<file path="config.mk">
export PLATFORM = sky130hd
export DESIGN_NAME = char_lcd_nibble_writer
export DESIGN_NICKNAME = d
export VERILOG_FILES = /design/src/rtl/core/lcdnw_pkg.sv /design/src/rtl/core/char_lcd_nibble_writer.sv /design/src/rtl/core/lcdnw_digits.sv /design/src/rtl/core/lcdnw_emit.sv
export SDC_FILE = /design/constraint.sdc
export NUM_CORES = 1
export LEC_CHECK = 0
export ABC_AREA = 1
export BUFFER_PORTS_ARGS = -buffer_cell sky130_fd_sc_hd__buf_2
export CAP_MARGIN = 40
export CORE_MARGIN = 3
export CORE_UTILIZATION = 53
export DETAILED_ROUTE_END_ITERATION = 10
export PLACE_DENSITY = 0.73
export RECOVER_POWER = 25
export SYNTH_ARGS = -nofsm -noshare
export SYNTH_HDL_FRONTEND = slang
export SYNTH_SLANG_ARGS = --single-unit
</file>
<file path="constraint.sdc">
create_clock -name clk_i -period 12.5 [get_ports clk_i]
set_clock_uncertainty 0.2 [all_clocks]
set_input_delay 2.5 -clock clk_i [delete_from_list [all_inputs] [get_ports clk_i]]
set_output_delay 2.5 -clock clk_i [all_outputs]
set_load 0.01 [all_outputs]
</file>
<file path="src/rtl/core/lcdnw_pkg.sv">
package lcdnw_pkg;

  localparam int unsigned MaxNibbles = 12;
  localparam int unsigned NumPlaces  = 5;
  localparam int unsigned MaxChars   = 6;
  localparam int unsigned IdxW       = $clog2(MaxNibbles);
  localparam int unsigned LenW       = $clog2(MaxNibbles + 1);
  localparam int unsigned PlaceW     = $clog2(NumPlaces);

  localparam logic [1:0] OpInit    = 2'd0;
  localparam logic [1:0] OpCommand = 2'd1;
  localparam logic [1:0] OpData    = 2'd2;
  localparam logic [1:0] OpPrint   = 2'd3;

  localparam logic [1:0] SettleShort = 2'd0;
  localparam logic [1:0] SettleLong  = 2'd1;
  localparam logic [1:0] SettleClear = 2'd2;

  localparam logic RsCommand = 1'b0;
  localparam logic RsData    = 1'b1;

  localparam logic [16:0] MaxNumber = 17'd99999;

  localparam logic [7:0] CursorLine1    = 8'h80;
  localparam logic [7:0] CursorLine2    = 8'hC0;
  localparam logic [7:0] AsciiZero      = 8'h30;
  localparam logic [7:0] AsciiE         = 8'h45;
  localparam logic [7:0] CmdFunctionSet = 8'h28;
  localparam logic [7:0] CmdDisplayOn   = 8'h0C;
  localparam logic [7:0] CmdEntryMode   = 8'h06;
  localparam logic [7:0] CmdClear       = 8'h01;
  localparam logic [3:0] WakeNibble     = 4'h3;
  localparam logic [3:0] FourBitNibble  = 4'h2;

  typedef struct packed {
    logic [1:0]                 opcode;
    logic [7:0]                 byte_value;
    logic                       cursor_en;
    logic [7:0]                 cursor_byte;
    logic [3:0]                 digit_count;
    logic [16:0]                residue;
    logic [NumPlaces-1:0][3:0]  digits;
  } req_t;

  typedef struct packed {
    logic [3:0] nibble;
    logic       rs;
    logic [1:0] settle;
  } nib_t;

  function automatic logic [16:0] place_value(int unsigned place);
    logic [16:0] pv;
    case (place)
      0:       pv = 17'd1;
      1:       pv = 17'd10;
      2:       pv = 17'd100;
      3:       pv = 17'd1000;
      default: pv = 17'd10000;
    endcase
    return pv;
  endfunction

  // Wake-up nibbles, then the four set-up commands high nibble first
  function automatic nib_t init_nibble(logic [IdxW-1:0] idx);
    nib_t n;
    n.rs     = RsCommand;
    n.settle = SettleShort;
    case (idx)
      4'd0, 4'd1, 4'd2: begin
        n.nibble = WakeNibble;
        n.settle = SettleLong;
      end
      4'd3: begin
        n.nibble = FourBitNibble;
        n.settle = SettleLong;
      end
      4'd4:  n.nibble = CmdFunctionSet[7:4];
      4'd5:  n.nibble = CmdFunctionSet[3:0];
      4'd6:  n.nibble = CmdDisplayOn[7:4];
      4'd7:  n.nibble = CmdDisplayOn[3:0];
      4'd8:  n.nibble = CmdEntryMode[7:4];
      4'd9:  n.nibble = CmdEntryMode[3:0];
      4'd10: n.nibble = CmdClear[7:4];
      4'd11: begin
        n.nibble = CmdClear[3:0];
        n.settle = SettleClear;
      end
      default: n.nibble = 4'h0;
    endcase
    return n;
  endfunction

endpackage

</file>
<file path="src/rtl/core/char_lcd_nibble_writer.sv">
// Channel  Direction  Handshake              Payload
// in       input      in_valid_i/in_ready_o  opcode, byte_value, row, column, number, digit_count
// out      output     out_valid_o/out_ready_i nibble, register_select, settle, last
//
// Requests enter a register, pass five decimal-place stages, then load the nibble sequencer.
// Unless the output stalls the sequencer sends one nibble per cycle; a list holds 2 to 12 nibbles;
// a print request with no cursor move and no digits produces nothing and takes no sequencer time.
// A request passes the input register, five place stages, list register and output register.
// rst_ni clears all valid flags asynchronously; no clearing pass.
// A stalled output holds its nibble; the stages behind it fill up and then drop in_ready_o.
module char_lcd_nibble_writer (
  input  logic        clk_i,
  input  logic        rst_ni,
  input  logic        in_valid_i,
  output logic        in_ready_o,
  input  logic [1:0]  opcode_i,
  input  logic [7:0]  byte_value_i,
  input  logic [7:0]  row_i,
  input  logic [7:0]  column_i,
  input  logic [16:0] number_i,
  input  logic [3:0]  digit_count_i,
  output logic        out_valid_o,
  input  logic        out_ready_i,
  output logic [3:0]  nibble_o,
  output logic        register_select_o,
  output logic [1:0]  settle_o,
  output logic        last_o
);

  lcdnw_pkg::req_t  in_req;
  lcdnw_pkg::req_t  s0_q;
  logic             s0_valid_q;
  logic             s0_ready;
  logic             home;

  lcdnw_pkg::req_t  dig_req;
  logic             dig_valid;
  logic             dig_ready;
  logic             emit_ready;

  // Cursor command and number saturation
  always_comb begin
    home               = (row_i == 8'd0) || (column_i == 8'd0);
    in_req             = '0;
    in_req.opcode      = opcode_i;
    in_req.byte_value  = byte_value_i;
    in_req.digit_count = digit_count_i;
    in_req.cursor_en   = home || (row_i == 8'd1) || (row_i == 8'd2);
    if (home) begin
      in_req.cursor_byte = lcdnw_pkg::CursorLine1;
    end else if (row_i == 8'd1) begin
      in_req.cursor_byte = lcdnw_pkg::CursorLine1 + column_i - 8'd1;
    end else begin
      in_req.cursor_byte = lcdnw_pkg::CursorLine2 + column_i - 8'd1;
    end
    in_req.residue = (number_i > lcdnw_pkg::MaxNumber) ? lcdnw_pkg::MaxNumber : number_i;
  end

  assign s0_ready   = !s0_valid_q || dig_ready;
  assign in_ready_o = s0_ready;

  always_ff @(posedge clk_i or negedge rst_ni) begin
    if (!rst_ni) begin
      s0_valid_q <= 1'b0;
    end else if (s0_ready) begin
      s0_valid_q <= in_valid_i;
    end
  end

  always_ff @(posedge clk_i) begin
    if (s0_ready && in_valid_i) begin
      s0_q <= in_req;
    end
  end

  lcdnw_digits u_digits (
    .clk_i       (clk_i),
    .rst_ni      (rst_ni),
    .in_valid_i  (s0_valid_q),
    .in_ready_o  (dig_ready),
    .in_req_i    (s0_q),
    .out_valid_o (dig_valid),
    .out_ready_i (emit_ready),
    .out_req_o   (dig_req)
  );

  lcdnw_emit u_emit (
    .clk_i             (clk_i),
    .rst_ni            (rst_ni),
    .in_valid_i        (dig_valid),
    .in_ready_o        (emit_ready),
    .in_req_i          (dig_req),
    .out_valid_o       (out_valid_o),
    .out_ready_i       (out_ready_i),
    .nibble_o          (nibble_o),
    .register_select_o (register_select_o),
    .settle_o          (settle_o),
    .last_o            (last_o)
  );

endmodule

</file>
<file path="src/rtl/core/lcdnw_digits.sv">
module lcdnw_digits (
  input  logic              clk_i,
  input  logic              rst_ni,
  input  logic              in_valid_i,
  output logic              in_ready_o,
  input  lcdnw_pkg::req_t   in_req_i,
  output logic              out_valid_o,
  input  logic              out_ready_i,
  output lcdnw_pkg::req_t   out_req_o
);

  localparam int unsigned N = lcdnw_pkg::NumPlaces;

  logic [N-1:0]     valid_q;
  lcdnw_pkg::req_t  req_q [N];
  logic [N:0]       stage_ready;

  assign stage_ready[N] = out_ready_i;
  assign in_ready_o     = stage_ready[0];
  assign out_valid_o    = valid_q[N-1];
  assign out_req_o      = req_q[N-1];

  // One decimal place per stage, most significant first
  for (genvar k = 0; k < N; k++) begin : g_stage
    localparam int unsigned Place = N - 1 - k;
    localparam logic [16:0] Pv    = lcdnw_pkg::place_value(Place);

    logic             src_valid;
    lcdnw_pkg::req_t  src_req;
    lcdnw_pkg::req_t  nxt_req;
    logic [8:0]       ge;
    logic [3:0]       digit;
    logic [16:0]      multiple;

    if (k == 0) begin : g_first
      assign src_valid = in_valid_i;
      assign src_req   = in_req_i;
    end else begin : g_next
      assign src_valid = valid_q[k-1];
      assign src_req   = req_q[k-1];
    end

    assign stage_ready[k] = !valid_q[k] || stage_ready[k+1];

    always_comb begin
      digit    = 4'd0;
      multiple = 17'd0;
      for (int m = 1; m <= 9; m++) begin
        ge[m-1] = src_req.residue >= 17'(m * Pv);
        if (ge[m-1]) begin
          digit    = 4'(m);
          multiple = 17'(m * Pv);
        end
      end
      nxt_req               = src_req;
      nxt_req.residue       = src_req.residue - multiple;
      nxt_req.digits[Place] = digit;
    end

    always_ff @(posedge clk_i or negedge rst_ni) begin
      if (!rst_ni) begin
        valid_q[k] <= 1'b0;
      end else if (stage_ready[k]) begin
        valid_q[k] <= src_valid;
      end
    end

    always_ff @(posedge clk_i) begin
      if (stage_ready[k] && src_valid) begin
        req_q[k] <= nxt_req;
      end
    end
  end

  // Every place stripped: nothing may remain of a saturated number
  a_residue_cleared: assert property (@(posedge clk_i) disable iff (!rst_ni)
    out_valid_o |-> out_req_o.residue == 17'd0)
    else $error("residue left after last decimal place");

  a_digits_decimal: assert property (@(posedge clk_i) disable iff (!rst_ni)
    out_valid_o |-> (out_req_o.digits[N-1] <= 4'd9 && out_req_o.digits[0] <= 4'd9))
    else $error("digit outside decimal range");

endmodule

</file>
<file path="src/rtl/core/lcdnw_emit.sv">
module lcdnw_emit (
  input  logic              clk_i,
  input  logic              rst_ni,
  input  logic              in_valid_i,
  output logic              in_ready_o,
  input  lcdnw_pkg::req_t   in_req_i,
  output logic              out_valid_o,
  input  logic              out_ready_i,
  output logic [3:0]        nibble_o,
  output logic              register_select_o,
  output logic [1:0]        settle_o,
  output logic              last_o
);

  localparam int unsigned M     = lcdnw_pkg::MaxNibbles;
  localparam int unsigned C     = lcdnw_pkg::MaxChars;
  localparam int unsigned IdxW  = lcdnw_pkg::IdxW;
  localparam int unsigned LenW  = lcdnw_pkg::LenW;
  localparam int unsigned PlW   = lcdnw_pkg::PlaceW;

  lcdnw_pkg::nib_t   plan [M];
  logic [LenW-1:0]   plan_len;
  logic [7:0]        chars [C];
  logic [7:0]        bytes [C];
  logic              byte_rs [C];
  logic [2:0]        nchars;
  logic [2:0]        nbytes;
  logic [PlW-1:0]    place;

  lcdnw_pkg::nib_t   ent_q [M];
  logic [LenW-1:0]   len_q;
  logic [IdxW-1:0]   idx_q;
  logic              ent_valid_q;

  lcdnw_pkg::nib_t   out_q;
  logic              out_last_q;
  logic              out_valid_q;

  logic              load_out;
  logic              at_end;
  logic              finishing;
  logic              take;
  logic [LenW-1:0]   idx_plus;

  // Build the nibble list for one request
  always_comb begin
    place  = '0;
    nchars = (in_req_i.digit_count > 4'd5) ? 3'd1 : in_req_i.digit_count[2:0];
    nbytes = nchars + {2'b00, in_req_i.cursor_en};
    for (int c = 0; c < C; c++) begin
      chars[c] = 8'h00;
      if (in_req_i.digit_count > 4'd5) begin
        if (c == 0) begin
          chars[c] = lcdnw_pkg::AsciiE;
        end
      end else if (4'(c) < in_req_i.digit_count) begin
        place    = PlW'(in_req_i.digit_count - 4'(c + 1));
        chars[c] = lcdnw_pkg::AsciiZero + {4'h0, in_req_i.digits[place]};
      end
    end
    for (int j = 0; j < C; j++) begin
      if (in_req_i.cursor_en) begin
        bytes[j]   = (j == 0) ? in_req_i.cursor_byte : chars[(j == 0) ? 0 : j - 1];
        byte_rs[j] = (j == 0) ? lcdnw_pkg::RsCommand : lcdnw_pkg::RsData;
      end else begin
        bytes[j]   = chars[j];
        byte_rs[j] = lcdnw_pkg::RsData;
      end
    end

    for (int s = 0; s < M; s++) begin
      plan[s] = '{nibble: 4'h0, rs: lcdnw_pkg::RsCommand, settle: lcdnw_pkg::SettleShort};
    end
    plan_len = '0;

    unique case (in_req_i.opcode) inside
      lcdnw_pkg::OpInit: begin
        for (int s = 0; s < M; s++) begin
          plan[s] = lcdnw_pkg::init_nibble(IdxW'(s));
        end
        plan_len = LenW'(M);
      end
      lcdnw_pkg::OpCommand, lcdnw_pkg::OpData: begin
        plan[0].nibble = in_req_i.byte_value[7:4];
        plan[1].nibble = in_req_i.byte_value[3:0];
        plan[0].rs     = (in_req_i.opcode == lcdnw_pkg::OpData);
        plan[1].rs     = (in_req_i.opcode == lcdnw_pkg::OpData);
        plan_len       = LenW'(2);
      end
      lcdnw_pkg::OpPrint: begin
        for (int j = 0; j < C; j++) begin
          plan[2*j].nibble   = bytes[j][7:4];
          plan[2*j+1].nibble = bytes[j][3:0];
          plan[2*j].rs       = byte_rs[j];
          plan[2*j+1].rs     = byte_rs[j];
        end
        plan_len = LenW'({nbytes, 1'b0});
      end
      default: plan_len = '0;
    endcase
  end

  assign idx_plus    = LenW'(idx_q) + LenW'(1);
  assign load_out    = ent_valid_q && (!out_valid_q || out_ready_i);
  assign at_end      = (idx_plus == len_q);
  assign finishing   = load_out && at_end;
  assign in_ready_o  = !ent_valid_q || finishing;
  assign take        = in_valid_i && in_ready_o;

  always_ff @(posedge clk_i or negedge rst_ni) begin
    if (!rst_ni) begin
      ent_valid_q <= 1'b0;
      idx_q       <= '0;
      out_valid_q <= 1'b0;
    end else begin
      // Drop requests that produce no transfer
      if (take) begin
        ent_valid_q <= (plan_len != '0);
        idx_q       <= '0;
      end else if (finishing) begin
        ent_valid_q <= 1'b0;
      end else if (load_out) begin
        idx_q <= IdxW'(idx_plus);
      end
      if (load_out) begin
        out_valid_q <= 1'b1;
      end else if (out_ready_i) begin
        out_valid_q <= 1'b0;
      end
    end
  end

  always_ff @(posedge clk_i) begin
    if (take) begin
      ent_q <= plan;
      len_q <= plan_len;
    end
    if (load_out) begin
      out_q      <= ent_q[idx_q];
      out_last_q <= at_end;
    end
  end

  assign out_valid_o       = out_valid_q;
  assign nibble_o          = out_q.nibble;
  assign register_select_o = out_q.rs;
  assign settle_o          = out_q.settle;
  assign last_o            = out_last_q;

  a_index_in_list: assert property (@(posedge clk_i) disable iff (!rst_ni)
    ent_valid_q |-> (len_q != '0 && LenW'(idx_q) < len_q))
    else $error("sequencer index beyond nibble list");

  a_clear_is_last: assert property (@(posedge clk_i) disable iff (!rst_ni)
    (out_valid_o && settle_o == lcdnw_pkg::SettleClear) |-> last_o)
    else $error("clear wait not on final nibble");

  a_data_short_hold: assert property (@(posedge clk_i) disable iff (!rst_ni)
    (out_valid_o && register_select_o == lcdnw_pkg::RsData)
      |-> settle_o == lcdnw_pkg::SettleShort)
    else $error("data nibble with long hold");

  a_finish_frees: assert property (@(posedge clk_i) disable iff (!rst_ni)
    (finishing && !take) |=> !ent_valid_q)
    else $error("sequencer still busy after final nibble");

endmodule

</file>
; After elaboration in Yosys (flattened, before gate mapping)
; Memory sizes are Yosys's and may differ from the RTL's.
; Index checks and enable logic that the tools add are counted.
[word_totals]
reg_bits = 128
ramBits = 300
in_bits = 51
out_inout_bits = 10
wordCells = 333
memories = 1
[mem_list]
columns = name, words, width, rd, rd_ports_with_merged_regs, wr, line_no
row1 = u_digits.req_q, 5, 60, 5, 0, 5, lcdnw_digits.sv:15  ; lcdnw_pkg::req_t req_q [N];
[op_classes]
add_sub_neg = 23
n_lt_le_gt_ge = 60
n_eq_ne = 7
n_mux = 158
bitwise = 1
n_reduce_logical = 37
[op_table]
columns = cell, count
row1 = 8-bit two-way mux, 20
row2 = 17-bit two-way mux, 8
row3 = 4-bit two-way mux, 28
row4 = 17-bit by 10-bit >= comparator with 1-bit output (second input constant), 5
row5 = 4-bit binary-select mux with 3-bit select, 6
row6 = 5-bit one-hot mux with 2 select lines, 7
row7 = 17-bit by 13-bit >= comparator with 1-bit output (second input constant), 4
row8 = 17-bit by 3-bit >= comparator with 1-bit output (second input constant), 4
row9 = 17-bit by 7-bit >= comparator with 1-bit output (second input constant), 4
row10 = 3-bit two-way mux, 21
row11 = 13-bit two-way mux, 4
row12 = 17-bit by 16-bit >= comparator with 1-bit output (second input constant), 3
row13 = 17-bit >= comparator (second input constant), 3
row14 = 17-bit by 4-bit >= comparator with 1-bit output (second input constant), 3
row15 = 17-bit by 6-bit >= comparator with 1-bit output (second input constant), 3
row16 = 17-bit by 9-bit >= comparator with 1-bit output (second input constant), 3
row17 = 10-bit two-way mux, 5
row18 = 6-bit by 4-bit adder with 7-bit output (first input constant), 6
row19 = 7-bit two-way mux, 6
row20 = 17-bit by 12-bit >= comparator with 1-bit output (second input constant), 2
row21 = 17-bit by 14-bit >= comparator with 1-bit output (second input constant), 2
row22 = 17-bit by 15-bit >= comparator with 1-bit output (second input constant), 2
row23 = 17-bit by 2-bit >= comparator with 1-bit output (second input constant), 2
row24 = 17-bit by 5-bit >= comparator with 1-bit output (second input constant), 2
row25 = other kinds (49), 133

; Logic depth before layout (Yosys ltp)
; Gate-level depths: netlist of run 1.
[depth]
word_depth = 13
ltp_mapped = 26

; Cells and area by module
; Synthesis of run 1 repeated with hierarchy kept, for this count alone.
[unflattened]
hier_cells = 1697
area_unflattened_um2 = 17685.7
[by_module_without_submodules]
columns = module, instances, cells_each, area_per_inst_um2, seq_area_each_um2
row1 = lcdnw_digits, 1, 1049, 12175.4, 7932.6
row2 = lcdnw_emit, 1, 500, 3783.6, 1621.6
row3 = char_lcd_nibble_writer, 1, 148, 1726.7, 1226.2

; Worst setup path before layout of run 1
; OpenSTA, ideal clock, no wires.
[synth_timing]
path_kind = input to register
start = input port out_ready_i
end = memory u_digits.req_q[0][100] (netlist bit), enable pin
setup_ns = 0.469
arrival_ns = 5.592
setup_slack_ns = 6.238
path_stages = 8
path_buffers = 0
cell_sequence = inv_1 nand2_1 nand2_1 inv_1 nand3_4 nand4_4 nor2_4 a21oi_1
[synth_lines]
columns = item, line_no
row1 = start: declaration, char_lcd_nibble_writer.sv:23  ; input logic out_ready_i,
row2 = end: declaration, lcdnw_digits.sv:15

; Worst setup path after layout of run 1
[layout_timing]
start = input port out_ready_i
end = output port in_ready_o
[layout_between]
elab_chain_cells = 10
[layout_lines]
columns = item, line_no
row1 = 1-bit logical OR, lcdnw_emit.sv:104  ; assign load_out = ent_valid_q && (!out_valid_q || out_ready_i);
row2 = 1-bit logical AND, lcdnw_emit.sv:104
row3 = named net u_emit.load_out, lcdnw_emit.sv:39  ; logic load_out;
row4 = 1-bit logical AND, lcdnw_emit.sv:106  ; assign finishing = load_out && at_end;
row5 = 1-bit logical OR, lcdnw_emit.sv:107  ; assign in_ready_o = !ent_valid_q || finishing;
row6 = 1-bit logical OR (5 in a row), lcdnw_digits.sv:43  ; assign stage_ready[k] = !valid_q[k] || stage_ready[k+1];
row7 = 1-bit logical OR, char_lcd_nibble_writer.sv:59  ; assign s0_ready = !s0_valid_q || dig_ready;
row8 = end: declaration, char_lcd_nibble_writer.sv:15  ; output logic in_ready_o,
; The timed path passes the listed nets, and every way through them passes these cells.

==> results_dict.tcl, run 1 <==
set metrics [dict create \
    synth-async-reset-ratio_pct 3.49 \
    io_buffers 60 \
    syn2layout_area_growth_pct 11.7 \
    reg2reg_from "u_digits.req_q[0][92]" \
    power_density_nw_per_um2 285 \
    ys_seq_area_share_pct 62.7 \
    fp.dieH_um 182 \
    max_stage_delay_ns 0.21 \
    hp-class "reg -> reg" \
    grt_max_degree 57 \
    clk_pin_slew_ns 0.06 \
    remaining_drc_errors 0 \
    endpoint_kind "output pin" \
    p_leak_nw 7.28 \
    power_mw 5.22 \
    finalWirelength_um 28900 \
    syn_area_per_cell_um2 10.8 \
    power_frac_seq_pct 45.9 \
    wl_per_cell_um 14.3 \
    grt_pass1_wl_um 49700 \
    synth.net_count 1623 \
    hold_ws_ns 0.194 \
    firstDrtPassIters 5 \
    dpl_cell_area_um2 17200 \
    die_area_um2 33100 \
    slew_violations 0 \
    start_util_pct 54.6 \
    hpwl_um 20900 \
    arrival_ns 3.83 \
    yosys_register_bits 344 \
    preCtsSetupSlack_ns 5.95 \
    design_area_um2 18300 \
    finalHoldViolations 0 \
    gp_congestion 0.920 \
    viasPerCell 5.26 \
    setup_ws_ns 5.97 \
    critPathSlowestCell "inv_1" \
    swShare_pct 37.2 \
    first_global_vias 10500 \
    drive_above_1_share_pct 10.6 \
    synth_cells 1518 \
    diodes 0 \
    critical_path.startpoint_type "input pin" \
    cts-root-buf "clkbuf_16" \
    grt_overflow 0 \
    ys_warn_count 0 \
    cap_violations 0 \
    insertion_delay_ns 0.52 \
    tns_ns 0 \
    htree_levels 2 \
    p_sw_mw 1.94 \
    antenna_left 0 \
    cts.sinks 344 \
    clock_path_buffers 3 \
    hold_buffers 0 \
    cp.buffers_inverters 4 \
    setup_viol 0 \
    slew_headroom_pct 54.6 \
    numCtsBuffers 35 \
    status "completed" \
    coreArea_um2 30000 \
    crit_path_start "out_ready_i" \
    min_from "u_digits.req_q[0][196]" \
    internal_power_mw 3.28 \
    worstMarginPinSlew_ns 0.680 \
    rsz0062_at_grt "false" \
    crit_chain "buf_2, inv_1, nand2_1, nand2_1, inv_1, nand3_4, nand4_4, nor2_4, nand4_2, buf_2" \
    vias 10600 \
    cts_tree "built" \
    critPathMaxFanout 11 \
    post-route-min-period_ns 6.53 \
    dieWidth_um 182 \
    track_usage_pct 17.9 \
    share_comb_of_total_power_pct 34.7 \
    max_freq_ghz 0.153 \
    pwr-share-clk_pct 19.4 \
    io_pins 61 \
    critPathKind "in -> out" \
    synth_area_um2 16400 \
    ir_worst_vdd_mv 0.140 \
    antenna_found_initial 0 \
    fin_crit_sh_pct 52.2 \
    cts_resized 0 \
    drtIter0Drc 857 \
    synth-main-ff-cell "edfxtp_1" \
    post_cts_buffers 0 \
    fp-row-count 63 \
    cpLargestDelayFamily "simple AND/OR/NAND/NOR gates" \
    nNetsFinal 1711 \
    crit_required_ns 9.80 \
    synth_edf_count 332 \
    yosysUniqueCellTypes 65 \
]
-- power groups by stage --
stage	Combinational (mW)	Sequential (mW)	Clock [mW]
2_1_floorplan	1.39	2.32	0
3_3_place_gp	1.77	2.39	0
3_5_place_dp	1.80	2.41	0
4_1_cts	1.82	2.40	1.04
5_1_grt	2.07	2.45	1.10
6_report	1.81	2.39	1.01
-- cells in the final DEF, fill, tap and decap left out, types with 32 or more instances in the layout --
cell type  synthesis  routed
xor2_1            32      32
buf_2             10      60
ha_1              50      50
nand3_1           74      74
nand2_1          339     339
a21oi_1           71      70
edfxtp_1         332     332
nor2_1           148     147
o21ai_0           59      59
inv_1            184     183
clkbuf_16          0      35
-- layer usage --
layer  global-route usage (%)  routed length, um
met1                     25.0              13100
met2                     29.7              13700
met3                     2.72               1470
met4                     4.78                590
met5                        0                  0
-- synth_stat cells (all sizes together), types with 3 or more instances --
| master | instances | area share (%) |
|---|---|---|
| a21boi | 8 | 0.41 |
| a21oi | 76 | 2.4 |
| a31oi | 10 | 0.46 |
| buf | 12 | 0.42 |
| clkbuf | 6 | 0.14 |
| dfrtp | 12 | 1.8 |
| edfxtp | 332 | 61 |
| fa | 4 | 0.49 |
| ha | 50 | 3.8 |
| inv | 191 | 4.4 |
| mux2i | 3 | 0.18 |
| nand2 | 341 | 7.8 |
| nand3 | 77 | 2.5 |
| nand3b | 3 | 0.14 |
| nand4 | 16 | 0.83 |
| nor2 | 159 | 3.9 |
| nor3 | 21 | 0.67 |
| nor4 | 5 | 0.28 |
| o211ai | 16 | 0.73 |
| o21ai | 62 | 1.9 |
| o221ai | 9 | 0.48 |
| o22ai | 5 | 0.19 |
| o32ai | 4 | 0.21 |
| or2 | 18 | 0.69 |
| xnor2 | 17 | 1.0 |
| xor2 | 32 | 1.7 |
-- stage by stage --
step,utilization [%],std cells
finish,61.0,2022
global route,61.0,2022
CTS,61.0,2021
detailed placement,57.2,1958
global placement,57.2,1958
floorplan,-,1518
-- final cells by class --
cell class	count	area (um^2)
clock buffers	49	928
clock inverters	14	209
fillers	2383	11700
inverters	192	721
multi-input cells	964	5320
flip-flops and latches	344	10300
well taps	390	488
repair buffers	69	368
-- final timing paths --
kind                            slack, ns                     end  cells past startpoint
worst max-delay path                 5.97              in_ready_o                     10
worst min-delay path                 0.19  u_digits.req_q[0][256]                      0
worst max register to register       8.72  u_digits.req_q[0][154]                     25
worst min register to register       0.19  u_digits.req_q[0][256]                      0
max in group asynchronous           10.24    u_digits.out_valid_o                      1
min in group asynchronous            1.65              s0_valid_q                      1
-- registers in the layout (all words and copies together) (netlist names), 2 cells and up --
name,cells
u_emit.idx_q,4
u_digits.req_q,243
u_emit.ent_q,38
u_emit.nibble_o,4
u_digits.g_stage.src_valid,4
s0_q,40
u_emit.len_q,3
u_emit.settle_o,2
-- cells by family after synthesis --
group	after synthesis	share of synthesized area [%]
fa+ha+maj	54	4.31
mux	3	0.183
flops	344	62.7
compound gates	216	8.22
buf+inv	210	4.96
xor+xnor	49	2.73
simple gates	642	16.9
Note: power is estimated with default switching activity, not from simulation.
==> inputs of run 2 (changes only) <==
--- a/config.mk
+++ b/config.mk
@@ -11,7 +11,7 @@
 export CORE_MARGIN = 3
 export CORE_UTILIZATION = 53
 export DETAILED_ROUTE_END_ITERATION = 10
-export PLACE_DENSITY = 0.73
+export PLACE_DENSITY = 0.76
 export RECOVER_POWER = 25
 export SYNTH_ARGS = -nofsm -noshare
 export SYNTH_HDL_FRONTEND = slang
==> constraint.sdc (replaced) <==
create_clock -name clk_i -period 5.35 [get_ports clk_i]
set_clock_uncertainty 0.2 [all_clocks]
set_input_delay 1.07 -clock clk_i [delete_from_list [all_inputs] [get_ports clk_i]]
set_output_delay 1.07 -clock clk_i [all_outputs]
set_load 0.01 [all_outputs]
==> results_dict.tcl, run 2 (synthesis gave the netlist of run 1 again) <==
set metrics [dict create \
    setup_ws_ns 1.36 \
    largest_reg_flops 243 \
    status "completed" \
    worstMarginPinSlew_ns 0.661 \
    viasPerCell 5.29 \
    diodes 0 \
    hp-class "reg -> reg" \
    io_pins 61 \
    seq_area_um2 10300 \
    top_regs "u_digits.req_q (243), s0_q (40), u_emit.ent_q (38)" \
    arrival_ns 2.72 \
    design_area_um2 18400 \
    drtIter0Drc 840 \
    cts_resized 0 \
    use_met3_pct 2.94 \
    finalWirelength_um 29500 \
    die_area_um2 33100 \
    fp-row-count 63 \
    grt_max_degree 53 \
    endpoint_kind "output pin" \
    preCtsSetupSlack_ns 1.64 \
    grt_pass1_wl_um 49000 \
    critPathSlowestCell "dfrtp_1" \
    p_leak_nw 7.31 \
    multi_input_area_um2 5330 \
    clk_pin_slew_ns 0.06 \
    cap_violations 0 \
    setup_viol 0 \
    cts-root-buf "clkbuf_16" \
    ir_worst_vdd_mv 0.416 \
    nNetsFinal 1713 \
    crit_required_ns 4.08 \
    remaining_drc_errors 0 \
    drive_above_1_share_pct 10.9 \
    finalHoldViolations 0 \
    busiest_layer "met2" \
    cts.sinks 344 \
    fillerInstances 2328 \
    met1_usage_pct 24.8 \
    clock_path_buffers 3 \
    mostFrequentLayoutCell "nand2_1" \
    max_stage_delay_ns 0.76 \
    antenna_found_initial 0 \
    tns_ns 0 \
    max_freq_ghz 0.251 \
    post-route-min-period_ns 3.99 \
    critPathKind "reg -> out" \
    track_usage_pct 17.8 \
    rsz0062_at_grt "false" \
    dieWidth_um 182 \
    fp.dieH_um 182 \
    slew_violations 0 \
    dpl_cell_area_um2 17200 \
    io_buffers 60 \
    crit_chain "ha_1, inv_1, nand2_1, nand3_1, nor2_2, nand3_4, nand4_4, nor2_4, nand4_2, buf_2" \
    start_util_pct 54.6 \
    first_global_vias 10200 \
    power_density_nw_per_um2 668 \
    regMostFlops "u_digits.req_q" \
    numCtsBuffers 36 \
    cts_tree "built" \
    grt_overflow 0 \
    antenna_left 0 \
    htree_levels 2 \
    wl_per_cell_um 14.6 \
    gp_congestion 0.917 \
    use_met2_pct 29.6 \
    layout_common_cells "339 x nand2_1, 332 x edfxtp_1, 183 x inv_1" \
    cpLargestDelayFamily "simple AND/OR/NAND/NOR gates" \
    cp.buffers_inverters 2 \
    coreArea_um2 30000 \
    hold_buffers 0 \
    slew_headroom_pct 55.9 \
    vias 10700 \
    post_cts_buffers 0 \
    critPathMaxFanout 19 \
    critical_path.startpoint_type "flip-flop" \
    fin_crit_sh_pct 74.6 \
    firstDrtPassIters 5 \
    syn2layout_area_growth_pct 12.1 \
    insertion_delay_ns 0.52 \
    hpwl_um 21700 \
]
-- run 2: changes by cell type in the layout (fill, tap and decap cells not counted), sizes merged --
cell,delta
bufinv,+1
clkinv,+7
clkbuf,-6
-- run 2: cell type report --
class | instances | share of cell area (%)
flip-flops and latches | 344 | 55.9
multi-input cells | 964 | 29.0
clock buffers | 42 | 5.03
inverters | 192 | 3.92
well taps | 390 | 2.66
repair buffers | 70 | 2.21
clock inverters | 22 | 1.27
-- run 2: routing by layer --
| layer | up-vias | wire (um) |
|---|---|---|
| li1 | 5423 | - |
| met3 | 58 | 1870 |
| met1 | 4922 | 13100 |
| met2 | 297 | 13900 |
| met4 | 0 | 558 |
| met5 | - | 0 |
-- run 2: stage by stage --
step	hold WS (ns)	std cells	util, %	power (mW)
global route	0.222	2024	61.2	13.2
floorplan	0.200	1518	-	8.68
detailed placement	0.205	1959	57.3	9.92
global placement	0.201	1957	57.1	9.75
finish	0.215	2024	61.2	12.3
CTS	0.212	2023	61.1	12.4
-- run 2: final timing paths --
path / end / slack (ns) / cells after the start / from
worst max register to register: u_digits.req_q[0][214] / 1.68 / 17 / u_digits.req_q[0][150]
worst min register to register: u_digits.req_q[0][288] / 0.21 / 0 / u_digits.req_q[0][228]
min in group asynchronous: u_emit.idx_q[2] / 0.35 / 1 / rst_ni
worst max-delay path: in_ready_o / 1.36 / 10 / u_emit.idx_q[0]
max in group asynchronous: u_digits.g_stage[4].src_valid / 4.18 / 1 / rst_ni
worst min-delay path: u_digits.req_q[0][288] / 0.21 / 0 / u_digits.req_q[0][228]
-- run 2: where the power goes --
| part | internal, mW | leakage [nW] | switching (mW) |
|---|---|---|---|
| Clock | 1.44 | 0.566 | 0.979 |
| Sequential | 4.91 | 3.21 | 0.673 |
| Combinational | 1.39 | 3.54 | 2.88 |
-- run 2: worst reg2reg max path, delay by kind of cell, from the launching register on --
family,cells,cell delay (ns)
flops,1,0.45
simple gates,9,1.35
compound gates,4,0.73
xor+xnor,1,0.15
buf+inv,2,0.18
fa+ha+maj,1,0.35
==> inputs of run 3 (changes only) <==
--- a/config.mk
+++ b/config.mk
@@ -11,7 +11,7 @@
 export CORE_MARGIN = 3
 export CORE_UTILIZATION = 53
 export DETAILED_ROUTE_END_ITERATION = 10
-export PLACE_DENSITY = 0.76
+export PLACE_DENSITY = 0.73
 export RECOVER_POWER = 25
 export SYNTH_ARGS = -nofsm -noshare
 export SYNTH_HDL_FRONTEND = slang
==> constraint.sdc (replaced) <==
create_clock -name clk_i -period 3.7 [get_ports clk_i]
set_clock_uncertainty 0.2 [all_clocks]
set_input_delay 0.74 -clock clk_i [delete_from_list [all_inputs] [get_ports clk_i]]
set_output_delay 0.74 -clock clk_i [all_outputs]
set_load 0.01 [all_outputs]
==> results_dict.tcl, run 3 (synthesis gave the netlist of run 1 again) <==
set metrics [dict create \
    status "completed" \
    hpwl_um 21900 \
    critical_path.startpoint_type "flip-flop" \
    hp-class "in -> reg" \
    syn2layout_area_growth_pct 15.0 \
    drtIter0Drc 900 \
    critPathKind "reg -> reg" \
    cap_violations 0 \
    nNetsFinal 1753 \
    arrival_ns 3.63 \
    layout_common_cells "336 x nand2_1, 332 x edfxtp_1, 180 x inv_1" \
    mostFrequentLayoutCell "nand2_1" \
    coreArea_um2 30000 \
    die_area_um2 33100 \
    clock_path_buffers 3 \
    fin_crit_sh_pct 95.7 \
    power_density_nw_per_um2 969 \
    grt_pass1_wl_um 50400 \
    diodes 0 \
    cts-root-buf "clkbuf_16" \
    grt_max_degree 57 \
    htree_levels 2 \
    first_global_vias 10600 \
    worstMarginPinSlew_ns 0.612 \
    highest_layer "met4" \
    antenna_found_initial 0 \
    met3WireLength_um 2000 \
    track_usage_pct 18.4 \
    clk_pin_slew_ns 0.06 \
    regMostFlops "u_digits.req_q" \
    fp.dieH_um 182 \
    start_util_pct 54.6 \
    setup_viol 0 \
    critPathSlowestCell "edfxtp_1" \
    min_from "byte_value_i[0]" \
    viasPerCell 5.31 \
    critPathMaxFanout 5 \
    max_stage_delay_ns 0.43 \
    preCtsSetupSlack_ns 0.0971 \
    crit_required_ns 3.79 \
    vias 11000 \
    endpoint_kind "flip-flop" \
    finalHoldViolations 0 \
    top_regs "u_digits.req_q (243), s0_q (40), u_emit.ent_q (38)" \
    numCtsBuffers 37 \
    grt_overflow 0 \
    drive_above_1_share_pct 14.6 \
    io_buffers 60 \
    rsz0062_at_grt "true" \
    dieWidth_um 182 \
    reg2reg_from "u_digits.req_q[0][94]" \
    slew_violations 0 \
    crit_path_start "u_digits.req_q[0][94]" \
    fillerInstances 2283 \
    max_freq_ghz 0.282 \
    crit_top_cell "nand2_1" \
    slew_headroom_pct 59.2 \
    ir_worst_vdd_mv 0.535 \
    rrSetupSlack_ns 0.16 \
    remaining_drc_errors 0 \
    antenna_left 0 \
    finalWirelength_um 30900 \
    fp-row-count 63 \
    cpLargestDelayFamily "simple AND/OR/NAND/NOR gates" \
    wl_met1_um 14000 \
    largest_reg_flops 243 \
    cts_tree "built" \
    gp_congestion 0.899 \
    setup_ws_ns 0.158 \
    p_leak_nw 7.52 \
    wl_per_cell_um 15.0 \
    cts.sinks 344 \
    cp.buffers_inverters 3 \
    post-route-min-period_ns 3.54 \
    io_pins 61 \
    insertion_delay_ns 0.53 \
    tns_ns 0 \
    wl_met2_um 14400 \
    firstDrtPassIters 6 \
]
-- run 3: power breakdown --
group	leakage (nW)	internal (mW)	switching (mW)
clock network	0.574	2.01	1.48
logic	3.74	2.28	4.46
registers	3.21	7.10	0.927
-- run 3: repair_timing --
| action | in CTS | in global routing |
|---|---|---|
| hold buffers | 1 | 0 |
| gates resized for setup | 0 | 37 |
| endpoints found under the hold margin | 12 | 0 |
| endpoints found under the setup margin | 0 | 16 |
| buffers inserted | 0 | 29 |
-- run 3: per-stage QoR --
step	cell area, um^2	power, mW	std cells	util [%]	hold slack (ns)
floorplan	16400	12.5	1518	-	0.200
global placement	17300	14.3	1968	57.5	0.201
detailed placement	17300	14.5	1968	57.5	0.205
CTS	18500	18.1	2036	61.5	0.147
global route	18800	19.6	2066	62.7	0.149
finish	18800	18.3	2066	62.7	0.177
-- run 3: path summary, 6_finish.rpt --
kind / depth (start not counted) / to
hold / removal: 1 / s0_q[50]
setup reg to reg: 25 / u_digits.req_q[0][152]
max in group asynchronous: 2 / u_emit.idx_q[1]
hold reg to reg: 0 / u_digits.req_q[0][254]
setup / recovery: 25 / u_digits.req_q[0][152]
min in group asynchronous: 2 / s0_valid_q
-- run 3: final cells by class --
type                       instances  area (um^2)  share of cell area (%)
tap                              390          488                    2.59
sequential                       344        10300                    54.5
clock buffer                      50         1000                    5.33
multi-input combinational        964         5470                    29.0
timing repair buffer             109          703                    3.73
inverter                         192          721                    3.83
clock inverter                    17          186                   0.990
-- run 3: layer usage --
| layer | vias up | track usage, % |
|---|---|---|
| met5 | - | 0 |
| met3 | 48 | 3.49 |
| met1 | 5061 | 25.9 |
| li1 | 5510 | - |
| met4 | 0 | 4.42 |
| met2 | 347 | 30.0 |
